## src/shrnt_pkg.sv

```systemverilog
// ----------------------------------------------------------------------------
// shrnt_pkg
// types, sizes and helpers shared by the snapshot history ring
// ----------------------------------------------------------------------------
package shrnt_pkg;

   localparam int unsigned DEPTH    = 64;
   localparam int unsigned PTR_W    = $clog2(DEPTH);
   localparam int unsigned TIME_W   = 32;
   localparam int unsigned HANDLE_W = 32;
   localparam int unsigned WORD_W   = TIME_W + HANDLE_W;

   typedef logic [PTR_W-1:0]    ptr_type;
   typedef logic [TIME_W-1:0]   time_type;
   typedef logic [HANDLE_W-1:0] handle_type;
   typedef logic [WORD_W-1:0]   word_type;

   typedef enum logic {
      OP_RECORD   = 1'b0,
      OP_ROLLBACK = 1'b1
   } op_type;

   // ring memory port request
   typedef struct packed {
      logic     we;
      ptr_type  waddr;
      word_type wdata;
      logic     re;
      ptr_type  raddr;
   } mem_req_type;

   function automatic ptr_type ring_next(ptr_type p);
      ptr_type r;
      if (p == ptr_type'(DEPTH - 1)) begin
         r = '0;
      end else begin
         r = p + ptr_type'(1);
      end
      return r;
   endfunction

endpackage

```

## src/shrnt_if.sv

```systemverilog
// ----------------------------------------------------------------------------
// shrnt channel interfaces
// valid/ready channels for request and response transactions
// ----------------------------------------------------------------------------
interface shrnt_req_if;
   import shrnt_pkg::*;

   logic       valid;
   logic       ready;
   logic       operation;
   time_type   time_stamp;
   handle_type snapshot_handle;

   modport source (output valid, output operation, output time_stamp,
                   output snapshot_handle, input ready);
   modport sink   (input valid, input operation, input time_stamp,
                   input snapshot_handle, output ready);
endinterface

interface shrnt_rsp_if;
   import shrnt_pkg::*;

   logic       valid;
   logic       ready;
   logic       found;
   handle_type chosen_handle;
   time_type   chosen_time;

   modport source (output valid, output found, output chosen_handle,
                   output chosen_time, input ready);
   modport sink   (input valid, input found, input chosen_handle,
                   input chosen_time, output ready);
endinterface

```

## src/snapshot_history_ring_nearest_time_core.sv

```systemverilog
// A record transaction writes its time and handle into the ring memory at
// the write pointer, and once the ring is full the oldest entry is dropped,
// so at most DEPTH-1 entries are held. A rollback transaction walks the held
// entries from oldest to newest through the single read port of the ring
// memory, one entry per cycle, and keeps the entry whose time is nearest the
// target (the oldest wins a tie); new requests wait until its result is
// loaded into the output register. The result sits in an output register,
// so records are accepted while a response waits to be taken. A rollback
// that finds an entry empties the ring.
// ----------------------------------------------------------------------------
// snapshot_history_ring_nearest_time_core
// timestamped snapshot ring with nearest time rollback
// ----------------------------------------------------------------------------
module snapshot_history_ring_nearest_time_core (
   input  logic        clock,
   input  logic        reset,
   shrnt_req_if.sink   req_chan,
   shrnt_rsp_if.source rsp_chan
);
   import shrnt_pkg::*;

   mem_req_type mem_req;
   word_type    mem_rdata;

   shrnt_ctrl u_ctrl (
      .clock     (clock),
      .reset     (reset),
      .req_chan  (req_chan),
      .rsp_chan  (rsp_chan),
      .mem_req   (mem_req),
      .mem_rdata (mem_rdata)
   );

   shrnt_ring_ram #(
      .WIDTH (WORD_W),
      .DEPTH (DEPTH)
   ) u_ring_ram (
      .clock (clock),
      .we    (mem_req.we),
      .waddr (mem_req.waddr),
      .wdata (mem_req.wdata),
      .re    (mem_req.re),
      .raddr (mem_req.raddr),
      .rdata (mem_rdata)
   );

endmodule

```

## src/shrnt_ring_ram.sv

```systemverilog
// ----------------------------------------------------------------------------
// shrnt_ring_ram
// simple dual port ram, one write and one registered read per cycle
// ----------------------------------------------------------------------------
module shrnt_ring_ram #(
   parameter int unsigned WIDTH = 64,
   parameter int unsigned DEPTH = 64,
   localparam int unsigned AW   = $clog2(DEPTH)
) (
   input  logic             clock,
   input  logic             we,
   input  logic [AW-1:0]    waddr,
   input  logic [WIDTH-1:0] wdata,
   input  logic             re,
   input  logic [AW-1:0]    raddr,
   output logic [WIDTH-1:0] rdata
);

   logic [WIDTH-1:0] mem [DEPTH];
   logic [WIDTH-1:0] rdata_ff;

   always_ff @(posedge clock) begin
      if (we) begin
         mem[waddr] <= wdata;
      end
   end

   always_ff @(posedge clock) begin
      if (re) begin
         rdata_ff <= mem[raddr];
      end
   end

   assign rdata = rdata_ff;

endmodule

```

## src/shrnt_ctrl.sv

```systemverilog
// ----------------------------------------------------------------------------
// shrnt_ctrl
// ring pointers, rollback scan pipeline and response register
// ----------------------------------------------------------------------------
module shrnt_ctrl (
   input  logic                  clock,
   input  logic                  reset,
   shrnt_req_if.sink             req_chan,
   shrnt_rsp_if.source           rsp_chan,
   output shrnt_pkg::mem_req_type mem_req,
   input  shrnt_pkg::word_type   mem_rdata
);
   import shrnt_pkg::*;

   typedef enum logic [2:0] {
      ST_IDLE   = 3'b001,
      ST_SCAN   = 3'b010,
      ST_RESULT = 3'b100
   } state_type;

   state_type state_ff, state_in;
   ptr_type   wp_ff, wp_in;
   ptr_type   oldest_ff, oldest_in;
   ptr_type   rd_ptr_ff, rd_ptr_in;
   logic      issue_ff, issue_in;
   logic      issue_first_ff, issue_first_in;
   logic      s1_ff, s1_in;
   logic      s1_first_ff, s1_first_in;
   logic      s2_ff, s2_in;
   logic      s2_first_ff, s2_first_in;
   time_type  gap_ff, gap_in;
   word_type  s2_word_ff, s2_word_in;
   time_type  target_ff, target_in;
   time_type  best_gap_ff, best_gap_in;
   word_type  best_word_ff, best_word_in;
   logic      found_ff, found_in;
   logic      out_valid_ff, out_valid_in;
   logic      out_found_ff, out_found_in;
   word_type  out_word_ff, out_word_in;

   logic      accept;
   logic      out_load;
   ptr_type   wp_next;
   ptr_type   rd_next;
   time_type  rd_time;

   assign req_chan.ready = (state_ff == ST_IDLE);
   assign accept         = req_chan.valid && req_chan.ready;
   assign wp_next        = ring_next(wp_ff);
   assign rd_next        = ring_next(rd_ptr_ff);
   assign rd_time        = mem_rdata[WORD_W-1 -: TIME_W];
   assign out_load       = (state_ff == ST_RESULT) && (!out_valid_ff || rsp_chan.ready);

   always_comb begin
      state_in       = state_ff;
      wp_in          = wp_ff;
      oldest_in      = oldest_ff;
      rd_ptr_in      = rd_ptr_ff;
      issue_in       = issue_ff;
      issue_first_in = issue_first_ff;
      target_in      = target_ff;
      found_in       = found_ff;
      mem_req.we     = 1'b0;
      mem_req.waddr  = wp_ff;
      mem_req.wdata  = {req_chan.time_stamp, req_chan.snapshot_handle};
      mem_req.re     = 1'b0;
      mem_req.raddr  = rd_ptr_ff;

      unique case (state_ff)
         ST_IDLE: begin
            if (accept && (req_chan.operation == OP_RECORD)) begin
               mem_req.we = 1'b1;
               wp_in      = wp_next;
               // full ring drops its oldest entry
               if (wp_next == oldest_ff) begin
                  oldest_in = ring_next(oldest_ff);
               end
            end else if (accept) begin
               target_in = req_chan.time_stamp;
               if (oldest_ff == wp_ff) begin
                  found_in = 1'b0;
                  state_in = ST_RESULT;
               end else begin
                  found_in       = 1'b1;
                  rd_ptr_in      = oldest_ff;
                  issue_in       = 1'b1;
                  issue_first_in = 1'b1;
                  state_in       = ST_SCAN;
               end
            end
         end
         ST_SCAN: begin
            if (issue_ff) begin
               mem_req.re     = 1'b1;
               rd_ptr_in      = rd_next;
               issue_first_in = 1'b0;
               if (rd_next == wp_ff) begin
                  issue_in = 1'b0;
               end
            end else if (!s1_ff && !s2_ff) begin
               state_in = ST_RESULT;
            end
         end
         ST_RESULT: begin
            if (out_load) begin
               state_in = ST_IDLE;
               if (found_ff) begin
                  wp_in     = '0;
                  oldest_in = '0;
               end
            end
         end
         default: begin
            state_in = ST_IDLE;
         end
      endcase
   end

   // scan pipeline: read data, distance, running best
   always_comb begin
      s1_in        = issue_ff && (state_ff == ST_SCAN);
      s1_first_in  = issue_first_ff;
      s2_in        = s1_ff;
      s2_first_in  = s1_first_ff;
      s2_word_in   = mem_rdata;
      gap_in       = (target_ff >= rd_time) ? (target_ff - rd_time) : (rd_time - target_ff);
      best_gap_in  = best_gap_ff;
      best_word_in = best_word_ff;
      // strict compare keeps the oldest entry on ties
      if (s2_ff && (s2_first_ff || (gap_ff < best_gap_ff))) begin
         best_gap_in  = gap_ff;
         best_word_in = s2_word_ff;
      end
   end

   always_comb begin
      out_valid_in = out_valid_ff;
      out_found_in = out_found_ff;
      out_word_in  = out_word_ff;
      if (out_load) begin
         out_valid_in = 1'b1;
         out_found_in = found_ff;
         out_word_in  = found_ff ? best_word_ff : '0;
      end else if (rsp_chan.ready) begin
         out_valid_in = 1'b0;
      end
   end

   assign rsp_chan.valid         = out_valid_ff;
   assign rsp_chan.found         = out_found_ff;
   assign rsp_chan.chosen_time   = out_word_ff[WORD_W-1 -: TIME_W];
   assign rsp_chan.chosen_handle = out_word_ff[HANDLE_W-1:0];

   always_ff @(posedge clock) begin
      if (reset) begin
         state_ff     <= ST_IDLE;
         wp_ff        <= '0;
         oldest_ff    <= '0;
         issue_ff     <= 1'b0;
         s1_ff        <= 1'b0;
         s2_ff        <= 1'b0;
         out_valid_ff <= 1'b0;
      end else begin
         state_ff     <= state_in;
         wp_ff        <= wp_in;
         oldest_ff    <= oldest_in;
         issue_ff     <= issue_in;
         s1_ff        <= s1_in;
         s2_ff        <= s2_in;
         out_valid_ff <= out_valid_in;
      end
   end

   always_ff @(posedge clock) begin
      rd_ptr_ff      <= rd_ptr_in;
      issue_first_ff <= issue_first_in;
      s1_first_ff    <= s1_first_in;
      s2_first_ff    <= s2_first_in;
      gap_ff         <= gap_in;
      s2_word_ff     <= s2_word_in;
      target_ff      <= target_in;
      best_gap_ff    <= best_gap_in;
      best_word_ff   <= best_word_in;
      found_ff       <= found_in;
      out_found_ff   <= out_found_in;
      out_word_ff    <= out_word_in;
   end

endmodule

```

## src/flat_wrapper.sv

```systemverilog
// flat-port wrapper written by rule: the top's interface ports become plain ports
module snapshot_history_ring_nearest_time_core_flat import shrnt_pkg::*;
  (clock, reset, req_chan_valid, req_chan_operation, req_chan_time_stamp, req_chan_snapshot_handle, req_chan_ready, rsp_chan_valid, rsp_chan_found, rsp_chan_chosen_handle, rsp_chan_chosen_time, rsp_chan_ready);
  shrnt_req_if req_chan_i ();
  shrnt_rsp_if rsp_chan_i ();
  input  logic clock;
  input  logic reset;
  input wire logic [$bits(req_chan_i.valid)-1:0] req_chan_valid;
  input wire logic [$bits(req_chan_i.operation)-1:0] req_chan_operation;
  input wire logic [$bits(req_chan_i.time_stamp)-1:0] req_chan_time_stamp;
  input wire logic [$bits(req_chan_i.snapshot_handle)-1:0] req_chan_snapshot_handle;
  output wire logic [$bits(req_chan_i.ready)-1:0] req_chan_ready;
  output wire logic [$bits(rsp_chan_i.valid)-1:0] rsp_chan_valid;
  output wire logic [$bits(rsp_chan_i.found)-1:0] rsp_chan_found;
  output wire logic [$bits(rsp_chan_i.chosen_handle)-1:0] rsp_chan_chosen_handle;
  output wire logic [$bits(rsp_chan_i.chosen_time)-1:0] rsp_chan_chosen_time;
  input wire logic [$bits(rsp_chan_i.ready)-1:0] rsp_chan_ready;
  assign req_chan_i.valid = req_chan_valid;
  assign req_chan_i.operation = req_chan_operation;
  assign req_chan_i.time_stamp = req_chan_time_stamp;
  assign req_chan_i.snapshot_handle = req_chan_snapshot_handle;
  assign req_chan_ready = req_chan_i.ready;
  assign rsp_chan_valid = rsp_chan_i.valid;
  assign rsp_chan_found = rsp_chan_i.found;
  assign rsp_chan_chosen_handle = rsp_chan_i.chosen_handle;
  assign rsp_chan_chosen_time = rsp_chan_i.chosen_time;
  assign rsp_chan_i.ready = rsp_chan_ready;
  snapshot_history_ring_nearest_time_core u_core (.clock(clock), .reset(reset), .req_chan(req_chan_i), .rsp_chan(rsp_chan_i));
endmodule
```

## config.mk

```make
export PLATFORM = sky130hd
export DESIGN_NAME = snapshot_history_ring_nearest_time_core_flat
export DESIGN_NICKNAME = d
export VERILOG_FILES = /design/src/shrnt_pkg.sv /design/src/shrnt_if.sv /design/src/snapshot_history_ring_nearest_time_core.sv /design/src/shrnt_ring_ram.sv /design/src/shrnt_ctrl.sv /design/src/flat_wrapper.sv
export SDC_FILE = /design/constraint.sdc
export NUM_CORES = 2
export LEC_CHECK = 0
export ABC_AREA = 1
export BUFFER_PORTS_ARGS = -buffer_cell sky130_fd_sc_hd__buf_2
export CORE_UTILIZATION = 45
export CTS_CLUSTER_DIAMETER = 40
export DETAILED_ROUTE_END_ITERATION = 10
export MAX_ROUTING_LAYER = met4
export PLACE_DENSITY = 0.59
export SLEW_MARGIN = 20
export SYNTH_ARGS = -nofsm -noshare
export SYNTH_HDL_FRONTEND = slang
export SYNTH_SLANG_ARGS = --single-unit
```

## constraint.sdc

```tcl
create_clock -name clock -period 9.56 [get_ports clock]
set_clock_uncertainty 0.15 [all_clocks]
set_input_delay 0 -clock clock [delete_from_list [all_inputs] [get_ports clock]]
set_output_delay 0 -clock clock [all_outputs]
set_load 0.02 [all_outputs]
```

Word level (Yosys, flattened, before mapping)
Memory sizes are Yosys's and may differ from the RTL's. A register that Yosys moved wholly into a read port is not among the register bits.
Cells that the tools add are included.
{"block": "word_totals", "ff_bits": 318, "mem_bits_rw": 4096, "in_bits": 69, "output_inout_bits": 67, "wordCells": 108, "n_memories": 1}
{"block": "classes", "add_sub_neg": 5, "n_lt_le_gt_ge": 2, "eq_ne": 19, "muxes": 40, "n_bitwise": 2, "n_reduce_logical": 20}
{"memory": "u_core.u_ring_ram.mem", "depth": 64, "word_bits": 64, "read_ports": 1, "rd_ports_with_merged_regs": 1, "write_ports": 1, "line_no": "shrnt_ring_ram.sv:19", "text": "logic [WIDTH-1:0] mem [DEPTH];"}
{"operator": "$mux W6", "count": 12}
{"operator": "$sub A32 B32 Y32", "count": 2}
{"operator": "$pmux W6 S2", "count": 3}
{"operator": "$ge A32 B32 Y1", "count": 1}
{"operator": "$lt A32 B32 Y1", "count": 1}
{"operator": "$mux W32", "count": 1}
{"operator": "$add A6 B1 Y6 const B", "count": 3}
{"operator": "$eq A6 B6 Y1", "count": 3}
{"operator": "$eq A6 B6 Y1 const B", "count": 3}
{"operator": "$mux W3", "count": 6}
{"operator": "$mux W1", "count": 15}
{"operator": "$reduce_and A5 Y1", "count": 3}
{"operator": "$ne A2 B2 Y1 const B", "count": 7}
{"operator": "$pmux W3 S3", "count": 1}
{"operator": "$reduce_and A4 Y1", "count": 2}
{"operator": "$logic_and A1 B1 Y1", "count": 6}
{"operator": "$ne A2 B1 Y1 const B", "count": 3}
{"operator": "$reduce_bool A2 Y1", "count": 3}
{"operator": "$pmux W1 S2", "count": 2}
{"operator": "$eq A3 B1 Y1 const B", "count": 1}
{"operator": "$eq A3 B2 Y1 const B", "count": 1}
{"operator": "$eq A3 B3 Y1 const B", "count": 1}
{"operator": "$logic_not A1 Y1", "count": 3}
{"operator": "$reduce_and A3 Y1", "count": 1}
{"operator": "other kinds (2)", "count": 4}

Logic depth before layout (Yosys ltp)
{"block": "logic_depth", "depth_word": 7, "depth_mapped": 15, "depth_no_buf": 15}

Hierarchy
From an unflattened synthesis, not the netlist that was laid out.
{"block": "hier_totals", "cells_unflattened": 15114, "area_unflattened_um2": 181622.9}
{"module": "shrnt_ring_ram", "instances": 1, "cells_per_inst": 13405, "area_per_inst_um2": 165946.7, "seq_area_each_um2": 124919.8}
{"module": "shrnt_ctrl", "instances": 1, "cells_per_inst": 1709, "area_per_inst_um2": 15676.3, "seq_area_each_um2": 8378.0}

Worst setup path after synthesis
Ideal clock, no wire load.
{"block": "synth_timing", "path_kind": "register to register", "start": "reg u_core.u_ctrl.best_gap_ff[19]", "end": "reg u_core.u_ctrl.best_gap_ff[0] (enable)", "setup_time_ns": 0.552, "t_arrival_ns": 5.162, "required_ns": 8.858, "setup_slack_ns": 3.695, "path_stages_with_launch": 10, "n_path_buf": 0, "period_less_slack_ns": 5.865, "cell_sequence": "edfxtp_1 inv_1 ha_1 a21oi_1 o21ai_0 nand2_1 o211ai_1 a21oi_1 a21oi_1 nor2_1"}
{"block": "synth_between", "elab_chain_len": 3}
{"element": "start, declared", "line_no": "shrnt_ctrl.sv:34", "text": "time_type best_gap_ff, best_gap_in;"}
{"element": "start signal, assigned", "line_no": "shrnt_ctrl.sv:182", "text": "best_gap_ff <= best_gap_in;"}
{"element": "$lt A32 B32 Y1", "line_no": "shrnt_ctrl.sv:130", "text": "if (s2_ff && (s2_first_ff || (gap_ff < best_gap_ff))) begin"}
{"element": "$logic_or A1 B1 Y1", "line_no": "shrnt_ctrl.sv:130"}
{"element": "$logic_and A1 B1 Y1", "line_no": "shrnt_ctrl.sv:130"}
No other way between the ends.
A chain may end at the register's enable or synchronous reset.

Worst setup path after layout
{"block": "layout_timing", "start": "in req_chan_operation", "end": "mem u_core.u_ring_ram.mem[6][31] (enable)"}
{"block": "layout_between", "elab_chain_len": 6}
{"element": "start, declared", "line_no": "flat_wrapper.sv:9", "text": "input wire logic [$bits(req_chan_i.operation)-1:0] req_chan_operation;"}
{"element": "$not A1 Y1", "line_no": "shrnt_ctrl.sv:71", "text": "if (accept && (req_chan.operation == OP_RECORD)) begin"}
{"element": "$logic_and A1 B1 Y1", "line_no": "shrnt_ctrl.sv:71"}
{"element": "$mux W1", "line_no": "shrnt_ctrl.sv:71"}
{"element": "$mux W1", "line_no": "shrnt_ctrl.sv:69", "text": "unique case (state_ff)"}
{"element": "$mux W1", "line_no": "shrnt_ring_ram.sv:23", "text": "if (we) begin"}
{"element": "$mux W1 (implied by the code)", "line_no": "shrnt_ring_ram.sv:24", "text": "mem[waddr] <= wdata;"}
{"element": "end, declared", "line_no": "shrnt_ring_ram.sv:19"}
No other way between the ends.

==> flow_metrics.env <==
export IMPL_start_util=0.452
export IMPL_post_cts_buffers=0
export IMPL_path_delay_family="buffers and inverters"
export IMPL_drt_pass1_iterations=8
export IMPL_leakagePower_nw=69.1
export IMPL_fmax_mhz=198
export IMPL_dp_slack_ns=4.73
export IMPL_ios=136
export IMPL_core_area_um2=393000
export IMPL_cts_root_buf="clkbuf_16"
export IMPL_cp_start_kind="input port"
export IMPL_cp_cell_sequence="dlygate4sd3_1, buf_2, dlygate4sd3_1, nor2_1, dlygate4sd3_1, nand2_1, nor2_1, nand3_1, nor2_4, buf_4, buf_4"
export IMPL_dp_cells=18400
export IMPL_vias=118000
export IMPL_synthToLayoutAreaGrowth_pct=14.8
export IMPL_synth_ff_latch_count=4478
export IMPL_rows=230
export IMPL_drt_iter0_drc=17100
export IMPL_worst_slack_ns=4.50
export IMPL_drive_gt1_frac=0.102
export IMPL_hp_class="input port to flop"
export IMPL_whs_ns=-0.0212
export IMPL_yosysUniqueCellTypes=52
export IMPL_cp_num_buf_inv=6
export IMPL_yosysSeqAreaShare=0.750
export IMPL_synth_area_um2=178000
export IMPL_fp_dieH_um=630
export IMPL_overflow=0
export IMPL_cts_hold_buf=79
export IMPL_clk_latency_ns=1.06
export IMPL_place_area_um2=184000
export IMPL_h_tree_depth=6
export IMPL_grt_usage=0.296
export IMPL_ys_warnings_count=0
export IMPL_antenna_found_initial=49
export IMPL_syn_avg_cell_area_um2=13.1
export IMPL_slew_viol_final=0
export IMPL_layout_common_cells="edfxtp_1, nor2_1, nand2_1"
export IMPL_clock_sinks=4478
export IMPL_cp_max_fo=31
export IMPL_slew_headroom=0.169
export IMPL_die_w_um=630
export IMPL_io_buffers=135
export IMPL_ir_drop_uv=240
export IMPL_cts_tree="done"
export IMPL_max_stage_delay_ns=0.93
export IMPL_cts_resized=0
export IMPL_finalSetupViolations=0
export IMPL_fin_area_um2=204000
export IMPL_grt_pass1_vias=108000
export IMPL_grt_max_degree=172
export IMPL_gp_congestion=0.889
export IMPL_synth_edf_count=4361
export IMPL_violations="hold timing"
export IMPL_status="finished, violations left"
export IMPL_maxCapViolCount=0
export IMPL_setup_tns_ns=0
export IMPL_powerDensity_nw_per_um2=291
export IMPL_worstSetupPathType="input port to flop"
export IMPL_clock_path_buffers=4
export IMPL_cts_buffers=568
export IMPL_hpwl_um=312000
export IMPL_finalHoldViolCount=52
export IMPL_postRouteAntennaNets=0
export IMPL_dieArea_um2=397000
export IMPL_synthesis_nets=13800
export IMPL_slowest_stage="buf_4"
export IMPL_layout_nets=14000
export IMPL_clk_pin_slew_ns=0.06
export IMPL_arrival_ns=5.59
export IMPL_synth_flop_cell="edfxtp_1"
export IMPL_drc=0
export IMPL_min_period_over_period=0.529
export IMPL_fin_crit_ns=5.06
export IMPL_avgRoutedWirePerCell_um=30.0
export IMPL_worst_pin_slew_ns=1.25
export IMPL_vias_per_cell=6.04
export IMPL_grt_first_pass_wirelength_um=819000
export IMPL_layout_commonest_cell="edfxtp_1"
export IMPL_crit_path_end_kind="flop"
export IMPL_cp_data_required_time_ns=10.09
export IMPL_fin_cells=19600
export IMPL_synthArstFlopShare=0
export IMPL_routed_wl_um=588000
export IMPL_syn_inst=13600
export IMPL_rsz0062_at_grt="no"
export IMPL_cpMostUsedCell="dlygate4sd3_1"
-- flip-flops by register name (all words and copies together), names as in the netlist, 32 cells and up --
name and count:
u_core.u_ctrl.best_word_ff 64, u_core.u_ring_ram.mem 4096, u_core.u_ctrl.s2_word_ff 64, u_core.u_ctrl.best_gap_ff 32, u_core.u_ctrl.gap_ff 32, u_core.u_ring_ram.rdata 64, u_core.u_ctrl.target_ff 32, u_core.u_ctrl.out_word_ff 64
-- power breakdown --
group | internal [mW] | total (mW) | switching (mW) | leakage [nW]
logic | 4.22 | 16.0 | 11.8 | 19.7
clock network | 12.8 | 21.4 | 8.62 | 9.16
registers | 21.9 | 22.0 | 0.142 | 40.2
-- layer usage --
layer  wire length [µm]  GRT usage  vias to the layer above  share of wire
li1                   -          -                    50500              -
met3              65300     0.0574                     1170           0.11
met5                  0          -                        -              0
met1             234000      0.403                    59800           0.40
met2             267000      0.446                     6982           0.45
met4              21900      0.102                        0          0.037
-- final cells by class --
class                           instances  area (µm²)
Timing Repair Buffer                  538        4450
Fill cell                           32900      189000
Tap cell                             5220        6530
Antenna cell                           77         193
Multi-Input combinational cell       7937       39300
Clock inverter                        372        3860
Inverter                              308        1200
Clock buffer                          673       15100
Sequential cell                      4478      133000
-- path summary, 6_finish.rpt --
check	startpoint	endpoint	slack, ns	cells past startpoint
setup / recovery	req_chan_operation	u_core.u_ring_ram.mem[6][31]	4.50	11
hold reg to reg	u_core.u_ring_ram.rdata[29]	u_core.u_ctrl.s2_word_ff[29]	0.19	0
hold / removal	req_chan_snapshot_handle[6]	u_core.u_ring_ram.mem[6][6]	-0.02	2
setup reg to reg	u_core.u_ctrl.state_ff[0]	u_core.u_ring_ram.mem[6][31]	4.59	8
-- cell usage after synthesis (all sizes together) (170+ instances only) --
cell | number | area, µm²
a21oi | 408 | 2040
buf | 409 | 2670
clkbuf | 473 | 1780
edfxtp | 4361 | 131000
inv | 305 | 1140
mux2i | 172 | 1720
nand2 | 1872 | 7030
nand3 | 451 | 2260
nor2 | 1944 | 7300
o211ai | 170 | 1280
o21ai | 1810 | 9060
o22ai | 685 | 4290
-- worst register-to-register path, cell delays in order (launching register included) --
cell and delay (ns):
dfxtp_1 0.33, inv_1 0.07, nor3_2 0.38, nand2_1 0.31
nor2_1 0.30, nand3_1 0.68, nor2_4 0.80, buf_4 0.93
buf_4 0.64
-- cell families (layout without fill, tap and decap cells) --
family,Yosys count,after routing,synth area share
AOI/OAI and AO/OA,3247,3247,0.102
adders and majority gates,99,99,0.00706
muxes,172,172,0.00969
and+or+nand+nor,4366,4366,0.0967
other,0,77,0
xor gates and xnor gates,53,53,0.00261
DFF,4478,4478,0.750
buffers and inverters,1190,1891,0.0316
-- metrics by stage --
step | utilization | power (mW)
2_1_floorplan | - | 32.7
3_3_place_gp | 0.468 | 38.0
5_1_grt | 0.519 | 61.5
6_report | 0.519 | 59.4
3_5_place_dp | 0.468 | 38.0
4_1_cts | 0.518 | 59.2
Power figures use the tool's default switching activity.
